File: src/hdl/mlfq_pkg.sv
// Shared types, codes and constants of the three-level feedback queue dispatcher.
// Used by mlfq_proc_table, mlfq_apb_regs and the dispatcher core; depends on nothing.
package mlfq_pkg;

    localparam int NUM_PROCS_DEF  = 8;
    localparam int BURST_BITS_DEF = 16;
    localparam int BURST_MAX      = 32;

    localparam int APB_AW = 3;
    localparam int APB_DW = 32;

    localparam logic [15:0] QUANTUM_FIRST_RST  = 16'd5;
    localparam logic [15:0] QUANTUM_SECOND_RST = 16'd10;

    typedef logic [1:0] t_lvl;
    localparam t_lvl LVL_TOP = 2'd0;
    localparam t_lvl LVL_MID = 2'd1;
    localparam t_lvl LVL_LOW = 2'd2;

    typedef logic [1:0] t_status;
    localparam t_status ST_OK     = 2'd0;
    localparam t_status ST_EMPTY  = 2'd1;
    localparam t_status ST_REJECT = 2'd2;

    localparam logic REQ_READY    = 1'b0;
    localparam logic REQ_DISPATCH = 1'b1;

    localparam logic REG_QUANTUM_FIRST  = 1'b0;
    localparam logic REG_QUANTUM_SECOND = 1'b1;

    // per-process table write, all fields go to the same process slot
    typedef struct packed {
        logic                 en_rem;
        logic [BURST_MAX-1:0] rem;
        logic                 en_last;
        logic [31:0]          last;
        logic                 en_lvl;
        t_lvl                 lvl;
        logic                 en_q;
        logic                 q_val;
        logic                 en_ever;
    } t_tbl_wr;

endpackage

File: src/hdl/mlfq_level_fifo.sv
// One level queue: circular buffer of process numbers with head pointer and fill count.
// Depends on nothing but its parameter.
module mlfq_level_fifo #(
    parameter int DEPTH = 8
) (
    input  logic                             i_clk,
    input  logic                             i_rst_n,
    input  logic                             i_push,
    input  logic [$clog2(DEPTH)-1:0]         i_push_id,
    input  logic                             i_pop,
    output logic [$clog2(DEPTH)-1:0]         o_head_id,
    output logic                             o_empty,
    output logic [$clog2(DEPTH+1)-1:0]       o_count
);

    localparam int PID_W = $clog2(DEPTH);
    localparam int CNT_W = $clog2(DEPTH + 1);
    localparam int SUM_W = CNT_W + 1;

    logic [PID_W-1:0] r_slot [DEPTH];
    logic [PID_W-1:0] r_head, n_head;
    logic [CNT_W-1:0] r_count, n_count;
    logic [SUM_W-1:0] w_tail_sum;
    logic [PID_W-1:0] w_tail;
    logic             w_push_ok;
    logic             w_pop_ok;

    always_comb begin
        w_tail_sum = SUM_W'(r_head) + SUM_W'(r_count);
        if (w_tail_sum >= SUM_W'(DEPTH)) begin
            w_tail = PID_W'(w_tail_sum - SUM_W'(DEPTH));
        end else begin
            w_tail = PID_W'(w_tail_sum);
        end
        w_push_ok = i_push && (r_count < CNT_W'(DEPTH));
        w_pop_ok  = i_pop && (r_count != '0);
        n_head    = r_head;
        if (w_pop_ok) begin
            n_head = (r_head == PID_W'(DEPTH - 1)) ? '0 : r_head + 1'b1;
        end
        n_count = r_count + CNT_W'(w_push_ok) - CNT_W'(w_pop_ok);
    end

    always_ff @(posedge i_clk) begin
        if (!i_rst_n) begin
            r_head  <= '0;
            r_count <= '0;
        end else begin
            r_head  <= n_head;
            r_count <= n_count;
        end
    end

    always_ff @(posedge i_clk) begin
        if (w_push_ok) begin
            r_slot[w_tail] <= i_push_id;
        end
    end

    assign o_head_id = r_slot[r_head];
    assign o_empty   = (r_count == '0);
    assign o_count   = r_count;

endmodule

File: src/hdl/mlfq_proc_table.sv
// Per-process state: level, queued and ever-ran flags, remaining burst, last ready time.
// Depends on mlfq_pkg (t_lvl, t_tbl_wr).
module mlfq_proc_table #(
    parameter int NUM_PROCS  = mlfq_pkg::NUM_PROCS_DEF,
    parameter int BURST_BITS = mlfq_pkg::BURST_BITS_DEF
) (
    input  logic                          i_clk,
    input  logic                          i_rst_n,
    input  logic [$clog2(NUM_PROCS)-1:0]  i_addr,
    input  logic                          i_wr_en,
    input  mlfq_pkg::t_tbl_wr             i_wr,
    output mlfq_pkg::t_lvl                o_lvl,
    output logic                          o_queued,
    output logic                          o_ever,
    output logic [BURST_BITS-1:0]         o_rem,
    output logic [31:0]                   o_last,
    output logic [NUM_PROCS-1:0]          o_queued_vec
);

    logic [BURST_BITS-1:0] r_rem  [NUM_PROCS];
    logic [31:0]           r_last [NUM_PROCS];
    mlfq_pkg::t_lvl        r_lvl  [NUM_PROCS];
    logic [NUM_PROCS-1:0]  r_queued;
    logic [NUM_PROCS-1:0]  r_ever;

    // flags and levels have a defined reset
    always_ff @(posedge i_clk) begin
        if (!i_rst_n) begin
            r_queued <= '0;
            r_ever   <= '0;
            for (int i = 0; i < NUM_PROCS; i++) begin
                r_lvl[i] <= mlfq_pkg::LVL_TOP;
            end
        end else if (i_wr_en) begin
            if (i_wr.en_q) begin
                r_queued[i_addr] <= i_wr.q_val;
            end
            if (i_wr.en_ever) begin
                r_ever[i_addr] <= 1'b1;
            end
            if (i_wr.en_lvl) begin
                r_lvl[i_addr] <= i_wr.lvl;
            end
        end
    end

    // burst and ready time are always written before any read
    always_ff @(posedge i_clk) begin
        if (i_wr_en && i_wr.en_rem) begin
            r_rem[i_addr] <= BURST_BITS'(i_wr.rem);
        end
        if (i_wr_en && i_wr.en_last) begin
            r_last[i_addr] <= i_wr.last;
        end
    end

    assign o_lvl        = r_lvl[i_addr];
    assign o_queued     = r_queued[i_addr];
    assign o_ever       = r_ever[i_addr];
    assign o_rem        = r_rem[i_addr];
    assign o_last       = r_last[i_addr];
    assign o_queued_vec = r_queued;

endmodule

File: src/hdl/mlfq_apb_regs.sv
// APB register file holding the level 0 and level 1 time slices.
// Depends on mlfq_pkg (address width, register indexes, reset values).
module mlfq_apb_regs (
    input  logic                        i_clk,
    input  logic                        i_rst_n,
    input  logic                        psel,
    input  logic                        penable,
    input  logic                        pwrite,
    input  logic [mlfq_pkg::APB_AW-1:0] paddr,
    input  logic [mlfq_pkg::APB_DW-1:0] pwdata,
    output logic [mlfq_pkg::APB_DW-1:0] prdata,
    output logic                        pready,
    output logic [15:0]                 o_quantum_first,
    output logic [15:0]                 o_quantum_second
);

    logic [15:0] r_q_first;
    logic [15:0] r_q_second;
    logic        w_wr;
    logic        w_idx;

    assign pready = 1'b1;
    assign w_wr   = psel && penable && pwrite && pready;
    assign w_idx  = paddr[2];

    always_ff @(posedge i_clk) begin
        if (!i_rst_n) begin
            r_q_first  <= mlfq_pkg::QUANTUM_FIRST_RST;
            r_q_second <= mlfq_pkg::QUANTUM_SECOND_RST;
        end else if (w_wr) begin
            unique case (w_idx)
                mlfq_pkg::REG_QUANTUM_FIRST:  r_q_first  <= pwdata[15:0];
                mlfq_pkg::REG_QUANTUM_SECOND: r_q_second <= pwdata[15:0];
                default: ;
            endcase
        end
    end

    always_comb begin
        unique case (w_idx)
            mlfq_pkg::REG_QUANTUM_FIRST:  prdata = {16'd0, r_q_first};
            mlfq_pkg::REG_QUANTUM_SECOND: prdata = {16'd0, r_q_second};
            default:                      prdata = '0;
        endcase
    end

    assign o_quantum_first  = r_q_first;
    assign o_quantum_second = r_q_second;

endmodule

File: src/hdl/mlfq_three_level_dispatcher_core.sv
// Three-level feedback queue dispatcher: top level with input/result registers and decision logic.
// Depends on mlfq_pkg, mlfq_level_fifo, mlfq_proc_table, mlfq_apb_regs.
//
// Every transaction on the slave stream gives exactly one result transaction. A ready request
// (tuser 0) places a process not yet queued in the queue of its current level; a dispatch
// request (tuser 1) serves the head of the highest non-empty queue, advances the CPU clock over
// any idle gap and the slice, and demotes an unfinished burst one level. One request is taken
// per clock unless the result stream back-pressures; it passes the input register and then the
// result register, where its result can wait while the next request is held. Table and queues
// take one read-modify-write per request. Quanta are to be written over APB at 0x0 and 0x4 only
// while the block is idle; the block does not enforce it. No clearing pass is needed after reset.
module mlfq_three_level_dispatcher_core #(
    parameter int NUM_PROCS  = mlfq_pkg::NUM_PROCS_DEF,
    parameter int BURST_BITS = mlfq_pkg::BURST_BITS_DEF
) (
    input  logic                        i_clk,
    input  logic                        i_rst_n,
    input  logic                        s_axis_tvalid,
    output logic                        s_axis_tready,
    // [2:0] proc_id, [18:3] burst_length, [50:19] ready_time, [55:51] zero
    input  logic [55:0]                 s_axis_tdata,
    // [0] req_type
    input  logic                        s_axis_tuser,
    output logic                        m_axis_tvalid,
    input  logic                        m_axis_tready,
    // [2:0] run_proc, [4:3] run_level, [36:5] start_time, [52:37] run_length,
    // [53] burst_finished, [54] demoted, [86:55] wait_added, [87] first_run,
    // [119:88] idle_total
    output logic [119:0]                m_axis_tdata,
    // [1:0] status
    output logic [1:0]                  m_axis_tuser,
    input  logic                        psel,
    input  logic                        penable,
    input  logic                        pwrite,
    input  logic [mlfq_pkg::APB_AW-1:0] paddr,
    input  logic [mlfq_pkg::APB_DW-1:0] pwdata,
    output logic [mlfq_pkg::APB_DW-1:0] prdata,
    output logic                        pready
);

    localparam int PID_W = $clog2(NUM_PROCS);
    localparam int CNT_W = $clog2(NUM_PROCS + 1);
    localparam int LEVELS = 3;

    // input register
    logic                  r_in_valid;
    logic                  r_in_type;
    logic [2:0]            r_in_pid;
    logic [15:0]           r_in_burst;
    logic [31:0]           r_in_rtime;

    // result register
    logic                  r_out_valid;
    logic [119:0]          r_out_data;
    mlfq_pkg::t_status     r_out_status;

    logic [31:0]           r_clock, n_clock;
    logic [31:0]           r_idle, n_idle;

    logic                  w_fire;
    logic                  w_load;

    logic [15:0]           w_q_first;
    logic [15:0]           w_q_second;

    logic [LEVELS-1:0]     w_empty;
    logic [PID_W-1:0]      w_head [LEVELS];
    logic [CNT_W-1:0]      w_count [LEVELS];
    logic                  w_push;
    mlfq_pkg::t_lvl        w_push_lvl;
    logic [PID_W-1:0]      w_push_id;
    logic                  w_pop;
    mlfq_pkg::t_lvl        w_sel_lvl;

    logic [PID_W-1:0]      w_addr;
    logic [PID_W-1:0]      w_pid_in;
    logic                  w_in_range;
    logic                  w_tbl_we;
    mlfq_pkg::t_tbl_wr     w_tbl_wr;
    mlfq_pkg::t_lvl        w_rd_lvl;
    logic                  w_rd_queued;
    logic                  w_rd_ever;
    logic [BURST_BITS-1:0] w_rd_rem;
    logic [31:0]           w_rd_last;
    logic [NUM_PROCS-1:0]  w_queued_vec;

    // result fields
    mlfq_pkg::t_status     w_status;
    logic [2:0]            w_run_proc;
    mlfq_pkg::t_lvl        w_run_level;
    logic [31:0]           w_start;
    logic [15:0]           w_run_len;
    logic                  w_fin;
    logic                  w_dem;
    logic [31:0]           w_wait;
    logic                  w_first;

    // dispatch arithmetic
    logic                  w_late;
    logic [31:0]           w_eff;
    logic [31:0]           w_rem32;
    logic [31:0]           w_q32;
    logic [31:0]           w_run32;
    logic [31:0]           w_end;
    logic                  w_done;

    assign w_fire        = r_in_valid && (!r_out_valid || m_axis_tready);
    assign s_axis_tready = !r_in_valid || w_fire;
    assign w_load        = s_axis_tvalid && s_axis_tready;

    always_ff @(posedge i_clk) begin
        if (!i_rst_n) begin
            r_in_valid <= 1'b0;
        end else if (w_load) begin
            r_in_valid <= 1'b1;
        end else if (w_fire) begin
            r_in_valid <= 1'b0;
        end
    end

    always_ff @(posedge i_clk) begin
        if (w_load) begin
            r_in_type  <= s_axis_tuser;
            r_in_pid   <= s_axis_tdata[2:0];
            r_in_burst <= s_axis_tdata[18:3];
            r_in_rtime <= s_axis_tdata[50:19];
        end
    end

    mlfq_apb_regs u_regs (
        .i_clk            (i_clk),
        .i_rst_n          (i_rst_n),
        .psel             (psel),
        .penable          (penable),
        .pwrite           (pwrite),
        .paddr            (paddr),
        .pwdata           (pwdata),
        .prdata           (prdata),
        .pready           (pready),
        .o_quantum_first  (w_q_first),
        .o_quantum_second (w_q_second)
    );

    for (genvar g = 0; g < LEVELS; g++) begin : g_lvl
        mlfq_level_fifo #(
            .DEPTH (NUM_PROCS)
        ) u_fifo (
            .i_clk     (i_clk),
            .i_rst_n   (i_rst_n),
            .i_push    (w_push && (w_push_lvl == 2'(g))),
            .i_push_id (w_push_id),
            .i_pop     (w_pop && (w_sel_lvl == 2'(g))),
            .o_head_id (w_head[g]),
            .o_empty   (w_empty[g]),
            .o_count   (w_count[g])
        );
    end

    mlfq_proc_table #(
        .NUM_PROCS  (NUM_PROCS),
        .BURST_BITS (BURST_BITS)
    ) u_table (
        .i_clk        (i_clk),
        .i_rst_n      (i_rst_n),
        .i_addr       (w_addr),
        .i_wr_en      (w_tbl_we),
        .i_wr         (w_tbl_wr),
        .o_lvl        (w_rd_lvl),
        .o_queued     (w_rd_queued),
        .o_ever       (w_rd_ever),
        .o_rem        (w_rd_rem),
        .o_last       (w_rd_last),
        .o_queued_vec (w_queued_vec)
    );

    // highest non-empty level
    always_comb begin
        if (!w_empty[0]) begin
            w_sel_lvl = mlfq_pkg::LVL_TOP;
        end else if (!w_empty[1]) begin
            w_sel_lvl = mlfq_pkg::LVL_MID;
        end else begin
            w_sel_lvl = mlfq_pkg::LVL_LOW;
        end
    end

    assign w_pid_in   = PID_W'(r_in_pid);
    assign w_in_range = (32'(r_in_pid) < 32'(NUM_PROCS));
    assign w_addr     = (r_in_type == mlfq_pkg::REQ_DISPATCH) ? w_head[w_sel_lvl] : w_pid_in;

    // slice arithmetic; a late-ready process makes the CPU idle up to its ready time
    always_comb begin
        w_late  = (w_rd_last > r_clock);
        w_eff   = w_late ? w_rd_last : r_clock;
        w_rem32 = 32'(w_rd_rem);
        unique case (w_sel_lvl)
            mlfq_pkg::LVL_TOP: w_q32 = 32'(w_q_first);
            mlfq_pkg::LVL_MID: w_q32 = 32'(w_q_second);
            default:           w_q32 = 32'(w_q_first);
        endcase
        if (w_sel_lvl == mlfq_pkg::LVL_LOW || w_rem32 <= w_q32) begin
            w_run32 = w_rem32;
            w_done  = 1'b1;
        end else begin
            w_run32 = w_q32;
            w_done  = 1'b0;
        end
        w_end = w_eff + w_run32;
    end

    always_comb begin
        w_status    = mlfq_pkg::ST_OK;
        w_run_proc  = r_in_pid;
        w_run_level = mlfq_pkg::LVL_TOP;
        w_start     = '0;
        w_run_len   = '0;
        w_fin       = 1'b0;
        w_dem       = 1'b0;
        w_wait      = '0;
        w_first     = 1'b0;
        w_push      = 1'b0;
        w_push_lvl  = mlfq_pkg::LVL_TOP;
        w_push_id   = w_addr;
        w_pop       = 1'b0;
        w_tbl_we    = 1'b0;
        w_tbl_wr    = '0;
        n_clock     = r_clock;
        n_idle      = r_idle;
        if (r_in_type == mlfq_pkg::REQ_READY) begin
            if (!w_in_range) begin
                w_status = mlfq_pkg::ST_REJECT;
            end else if (w_rd_queued) begin
                w_status    = mlfq_pkg::ST_REJECT;
                w_run_level = w_rd_lvl;
            end else begin
                w_run_level      = w_rd_lvl;
                w_push           = w_fire;
                w_push_lvl       = w_rd_lvl;
                w_tbl_we         = w_fire;
                w_tbl_wr.en_rem  = 1'b1;
                w_tbl_wr.rem     = mlfq_pkg::BURST_MAX'(r_in_burst);
                w_tbl_wr.en_last = 1'b1;
                w_tbl_wr.last    = r_in_rtime;
                w_tbl_wr.en_q    = 1'b1;
                w_tbl_wr.q_val   = 1'b1;
            end
        end else if (&w_empty) begin
            w_status   = mlfq_pkg::ST_EMPTY;
            w_run_proc = '0;
        end else begin
            w_pop            = w_fire;
            w_run_proc       = 3'(w_addr);
            w_run_level      = w_sel_lvl;
            w_start          = w_eff;
            w_run_len        = w_run32[15:0];
            w_wait           = w_eff - w_rd_last;
            w_first          = !w_rd_ever;
            n_clock          = w_end;
            n_idle           = w_late ? r_idle + (w_rd_last - r_clock) : r_idle;
            w_tbl_we         = w_fire;
            w_tbl_wr.en_ever = 1'b1;
            if (w_done) begin
                w_fin          = 1'b1;
                w_tbl_wr.en_q  = 1'b1;
                w_tbl_wr.q_val = 1'b0;
            end else begin
                w_dem            = 1'b1;
                w_push           = w_fire;
                w_push_lvl       = w_sel_lvl + 2'd1;
                w_tbl_wr.en_rem  = 1'b1;
                w_tbl_wr.rem     = w_rem32 - w_run32;
                w_tbl_wr.en_lvl  = 1'b1;
                w_tbl_wr.lvl     = w_sel_lvl + 2'd1;
                w_tbl_wr.en_last = 1'b1;
                w_tbl_wr.last    = w_end;
            end
        end
    end

    always_ff @(posedge i_clk) begin
        if (!i_rst_n) begin
            r_out_valid <= 1'b0;
            r_clock     <= '0;
            r_idle      <= '0;
        end else begin
            if (w_fire) begin
                r_out_valid <= 1'b1;
                r_clock     <= n_clock;
                r_idle      <= n_idle;
            end else if (m_axis_tready) begin
                r_out_valid <= 1'b0;
            end
        end
    end

    always_ff @(posedge i_clk) begin
        if (w_fire) begin
            r_out_status <= w_status;
            r_out_data   <= {n_idle, w_first, w_wait, w_dem, w_fin, w_run_len,
                             w_start, w_run_level, w_run_proc};
        end
    end

    assign m_axis_tvalid = r_out_valid;
    assign m_axis_tdata  = r_out_data;
    assign m_axis_tuser  = r_out_status;

    // the number of queued processes equals the total fill of the three level queues
    a_queue_census: assert property (@(posedge i_clk) disable iff (!i_rst_n)
        $countones(w_queued_vec) == 32'(w_count[0]) + 32'(w_count[1]) + 32'(w_count[2]))
        else $error("queued flags disagree with queue fill counts");

    // an empty input register always leaves room for a new transaction
    a_in_room: assert property (@(posedge i_clk) disable iff (!i_rst_n)
        !r_in_valid |-> s_axis_tready)
        else $error("input stalled with empty input register");

    // the bottom level runs to completion, so a demotion never comes from it
    a_no_demote_low: assert property (@(posedge i_clk) disable iff (!i_rst_n)
        m_axis_tvalid && m_axis_tdata[54] |-> m_axis_tdata[4:3] != mlfq_pkg::LVL_LOW)
        else $error("demotion from bottom level");

    // a result is only produced from a held request
    a_fire_src: assert property (@(posedge i_clk) disable iff (!i_rst_n)
        !$past(r_in_valid) && $rose(m_axis_tvalid) |-> 1'b0)
        else $error("result without a request");

endmodule

File: config.mk
export PLATFORM = sky130hd
export DESIGN_NAME = mlfq_three_level_dispatcher_core
export DESIGN_NICKNAME = d
export VERILOG_FILES = /design/src/hdl/mlfq_pkg.sv /design/src/hdl/mlfq_level_fifo.sv /design/src/hdl/mlfq_proc_table.sv /design/src/hdl/mlfq_apb_regs.sv /design/src/hdl/mlfq_three_level_dispatcher_core.sv
export SDC_FILE = /design/constraint.sdc
export NUM_CORES = 1
export LEC_CHECK = 0
export BUFFER_PORTS_ARGS = -buffer_cell sky130_fd_sc_hd__buf_4
export CAP_MARGIN = 20
export CORE_MARGIN = 5
export CORE_UTILIZATION = 46
export CTS_CLUSTER_SIZE = 16
export DETAILED_ROUTE_END_ITERATION = 10
export MAX_ROUTING_LAYER = met4
export PLACE_DENSITY = 0.68
export SYNTH_ARGS = -nofsm -noshare
export SYNTH_HDL_FRONTEND = slang
export SYNTH_HIERARCHICAL = 1
export SYNTH_SLANG_ARGS = --single-unit
File: constraint.sdc
create_clock -name i_clk -period 8.74 [get_ports i_clk]
set_input_delay 1.311 -clock i_clk [delete_from_list [all_inputs] [get_ports i_clk]]
set_output_delay 1.311 -clock i_clk [all_outputs]
set_load 0.02 [all_outputs]
After elaboration in Yosys (flattened, before gate mapping)
Memories as Yosys holds them, arrays and structs flattened. A register that Yosys moved wholly into a read port is not among the register bits.
Index checks and enable logic that the tools add are counted.
Widths: inputs -> output; s select.
Storage, ports and cells
  register bits after elaboration: 309
  memory bits (writable): 472
  bits of input ports: 99
  output and inout bits: 157
  logic and storage cells: 198
  memories: 6
Operators by class
  $add $sub $neg: 21
  $lt $le $gt $ge: 11
  eq/ne operators: 7
  mux-type cells: 84
  bitwise operators: 5
  reduce and logical (&&, ||, !) cells: 43
Memories
  u_table.r_last: words 8, width 32, read ports 1, clocked after memory_dff 0, wr ports 1, RTL line mlfq_proc_table.sv:21  | logic [31:0] r_last [NUM_PROCS];
  u_table.r_rem: words 8, width 16, read ports 1, clocked after memory_dff 0, wr ports 1, RTL line mlfq_proc_table.sv:20  | logic [BURST_BITS-1:0] r_rem [NUM_PROCS];
  g_lvl[0].u_fifo.r_slot: words 8, width 3, read ports 1, clocked after memory_dff 1, wr ports 1, RTL line mlfq_level_fifo.sv:20  | logic [PID_W-1:0] r_slot [DEPTH];
  g_lvl[1].u_fifo.r_slot: words 8, width 3, read ports 1, clocked after memory_dff 1, wr ports 1, RTL line mlfq_level_fifo.sv:20
  g_lvl[2].u_fifo.r_slot: words 8, width 3, read ports 1, clocked after memory_dff 1, wr ports 1, RTL line mlfq_level_fifo.sv:20
  u_table.r_lvl: words 8, width 2, read ports 1, clocked after memory_dff 0, wr ports 8, RTL line mlfq_proc_table.sv:22  | mlfq_pkg::t_lvl r_lvl [NUM_PROCS];
Operator list (count)
  $mux 66: 2
  $mux 32: 4
  $mux 72: 1
  $mux 69: 1
  $add 32x32->32: 2
  $pmux 32 s2: 1
  $sub 32x32->32: 2
  $mux 3: 19
  $mux 1: 35
  $gt 32x32->1: 1
  $le 16x32->1: 1
  $mux 16: 2
  $sub 16x32->32: 1
  $mux 2: 14
  $logic_and 1x1->1: 19
  $add 3x4->5: 3
  $ge 5x4->1 const B: 3
  $add 4x1->4: 3
  $logic_not 4->1: 3
  $lt 4x4->1 const B: 3
  $reduce_bool 4->1: 3
  $sub 4x1->4: 3
  $add 3x1->3 const B: 3
  $eq 3x3->1 const B: 3
  other kinds (21): 39

Depth between registers and ports, before layout
An unclocked memory read counts as a cell.
  depth in word-level cells: 22
  gate-level depth with buffers: 38
  gate-level depth less buffers: 33

By module
The synthesis kept the hierarchy.
Modules (own cells, without submodules)
  mlfq_three_level_dispatcher_core: times used 1, cells each 1905, area an instance 17207.8 µm², seq. area each 6546.3 µm²
  mlfq_proc_table: times used 1, cells each 717, area an instance 16174.3 µm², seq. area each 12331.8 µm²
  mlfq_level_fifo: times used 3, cells each 99, area an instance 1514.0 µm², seq. area each 920.9 µm²
  mlfq_apb_regs: times used 1, cells each 165, area an instance 1612.8 µm², seq. area each 640.6 µm²

Worst setup path after synthesis
No wires, ideal clock.
  path type: flip-flop to flip-flop
  start: register g_lvl[1].u_fifo.r_count[2]
  end: memory u_table.r_last[0][26] (data pin)
  setup time: 0.265 ns
  arrival time: 8.405 ns
  data required time: 8.475 ns
  slack: 0.070 ns
  cell stages (with the launch flop): 37
  buffers on the path: 6
  period minus slack after synthesis: 8.670 ns
  path through: dfxtp_1 > inv_1 > ha_1 > nor3b_1 > clkbuf_1 > mux2i_1 > nand2_1 > o21ai_0 > o21ai_0 > buf_2 > buf_2 > clkbuf_1 > mux4_2 > mux2_2 > ha_1 > and3_1 > nand3_1 > o21bai_1 > a311oi_2 > o21ai_4 > nand2_2 > buf_4 > buf_2 > mux2i_1 > inv_1 > ha_1 > fa_1 > a21o_1 > a21oi_1 > o21ai_0 > a31oi_1 > o21ai_0 > a31o_2 > inv_1 > a2111oi_4 > xor2_1 > o21ai_0
RTL lines
  start: declaration: RTL line mlfq_level_fifo.sv:22  | logic [CNT_W-1:0] r_count, n_count;
  start signal: assignment: RTL line mlfq_level_fifo.sv:50  | r_count <= n_count;
  end: declaration: RTL line mlfq_proc_table.sv:21

==> impl_metrics.tcl <==
set metrics [dict create \
    die_width_um 303 \
    max_freq_ghz 0.119 \
    dieArea_sq_um 91600 \
    fill_cells 7224 \
    status "completed" \
    cts.clk_slew.worst_paths_ns 0.06 \
    clkLatencyLatePin_ns 0.64 \
    synth_area_sq_um 39400 \
    finalSetupTns_ns 0 \
    htreeDepth 3 \
    via_per_inst 5.61 \
    setup_viol 0 \
    slowest_stage "mux4_1" \
    grt_pass1_vias 24793 \
    num_rows 107 \
    antenna_found_initial 1 \
    place.gp.congestion 0.950 \
    cts.hold.buffers_added 0 \
    syn_to_final_growth_pct 15.2 \
    post-route-drc-count 0 \
    seq_area_sq_um 22300 \
    drtAntennaViolNets 0 \
    overflow 0 \
    crit_path_end_kind "flip-flop" \
    pin_count 256 \
    hpwl_mm 74.2 \
    layout-drive-gt1-share_pct 20.2 \
    p_leak_nw 16.9 \
    coreArea_sq_um 85100 \
    dp_cells 4410 \
    hp-class "reg2reg" \
    path_common_cell "o21ai_0" \
    critical_path_buf_inv_count 5 \
    slew_headroom_pct 31.5 \
    routed_wirelength_mm 104 \
    worstRegToRegCells 31 \
    cts_buffers 81 \
    finish.utilization_pct 53.3 \
    io_buffers 215 \
    multi_input_area_sq_um 15600 \
    skew_ns 0.0173 \
    final_area_sq_um 45400 \
    hold_violations 0 \
    vias 25596 \
    place_ws_ns 0.0668 \
    timing.final.crit_share_pct 96.1 \
    cp.required_ns 9.09 \
    nets 3656 \
    r2r-end "u_table/r_last[1][28]$_DFFE_PP_" \
    path_class "reg2reg" \
    cts_num_sinks 790 \
    grtUsageTotal_pct 23.2 \
    max_slew.worst_pin.slew_ns 1.02 \
    total_power_mw 11.6 \
    cp_max_fo 22 \
    layoutNonFillerInstCount 4560 \
    drtIter0Drc 2262 \
    finalWorstSetupSlack_ns 0.341 \
    hold_path_end "r_idle[14]$_SDFFE_PN0P_" \
    maxCapViolCount 0 \
    cp_top_family "compound AO/OA/AOI/OAI gates" \
    start_util_pct 46.3 \
    cts.path.max_buffers 3 \
    die_h_um 303 \
    wl_per_cell_um 22.9 \
    grt_pass1_wl_mm 155 \
    syn_area_per_cell_sq_um 12.9 \
    grt_max_degree 75 \
    ir_drop_uv 182 \
    place_area_sq_um 42700 \
    min-delay-start "r_idle[14]$_SDFFE_PN0P_" \
    syn_inst 3065 \
    root_buffer "clkbuf_16" \
    cts_tree "built" \
    hold_path_depth 2 \
    cp_data_arrival_time_ns 8.75 \
    start_kind "flip-flop" \
    rrSetupSlack_ns 0.34 \
    power_density_nw_per_um2 255 \
    synth-warning-count 6 \
    fin_hold_ws_ns 0.454 \
    dr.pass1.iters 8 \
    cpPeakStageDelay_ns 0.61 \
    final_max_slew_viol_count 0 \
    min_period_ns 8.40 \
]
-- timing repair --
item,CTS,global route
setup endpoints to repair,0,139
endpoints found under the hold margin,0,0
gates resized for setup,0,31
setup buffers,0,1
-- cells in the final DEF, fill, tap and decap left out, types with 24 or more instances in the layout --
cell	count
o21ai_0	126
a21o_1	54
inv_1	240
xnor2_1	70
nor2b_1	34
mux2i_1	77
dfxtp_1	144
fa_1	41
clkbuf_16	83
xor2_1	26
o21a_1	24
nor3_1	31
nand3_1	56
edfxtp_1	646
ha_1	165
buf_4	323
nor2_1	167
mux4_1	39
mux2_2	84
mux4_2	81
a21oi_1	152
and2_1	30
nand2_1	300
-- registers in the layout, indices dropped and copies added (netlist names), named ones only --
name / cells
m_axis_tuser: 2
r_in_valid: 1
r_in_type: 1
u_table/r_lvl: 16
m_axis_tvalid: 1
r_idle: 32
g_lvl.u_fifo/r_slot: 72
g_lvl.u_fifo/r_head: 9
u_table/r_rem: 128
u_table/r_ever: 8
m_axis_tdata: 120
u_table/o_queued_vec: 8
g_lvl.u_fifo/o_count: 12
r_in_pid: 3
r_in_rtime: 32
r_in_burst: 16
u_regs/o_quantum_first: 16
u_regs/o_quantum_second: 16
r_clock: 32
u_table/r_last: 256
-- report_power, final --
group	internal [mW]	total, mW	switching, mW	leakage, nW
Clock	1.93	3.40	1.47	1.26
Sequential	4.24	4.29	0.0470	7.17
Combinational	1.49	3.89	2.40	8.49
Total	7.66	11.6	3.91	16.9
-- layout make-up --
class / instances / share of cell area (%)
Antenna cell: 1 / 0.00551
Clock buffer: 100 / 4.80
Clock inverter: 47 / 0.937
Sequential cell: 790 / 49.1
Inverter: 244 / 2.03
Tap cell: 1144 / 3.15
Timing Repair Buffer: 330 / 5.63
Multi-Input combinational cell: 1904 / 34.4
-- worst max-delay path by stage --
stage / cells after the start / start / slack, ns / end
6_report: 31 / flip-flop / 0.34 / u_table/r_last[1][28]$_DFFE_PP_
3_5_place_dp: 30 / flip-flop / 0.07 / u_table/r_last[7][18]$_DFFE_PP_
3_3_place_gp: 31 / flip-flop / 0.12 / u_table/r_last[2][18]$_DFFE_PP_
4_1_cts: 31 / flip-flop / 0.02 / u_table/r_last[2][18]$_DFFE_PP_
2_1_floorplan: 36 / g_lvl[1].u_fifo/o_count[2]$_SDFF_PN0_ / 0.07 / u_table/r_last[0][26]$_DFFE_PP_
5_1_grt: 30 / flip-flop / -0.005 / u_table/r_last[2][28]$_DFFE_PP_
-- metal layers --
layer / GRT usage, % / share of wire, %
met5: - / 0
met4: 6.98 / 3.2
met3: 3.46 / 7.2
met2: 36.7 / 47
met1: 31.4 / 42
-- worst min-delay path, cell delays in order, from the launching register on --
cell,delay (ns)
dfxtp_1,0.31
nand2_1,0.05
a21oi_1,0.05
No activity file was read; power rests on OpenSTA's default activity.
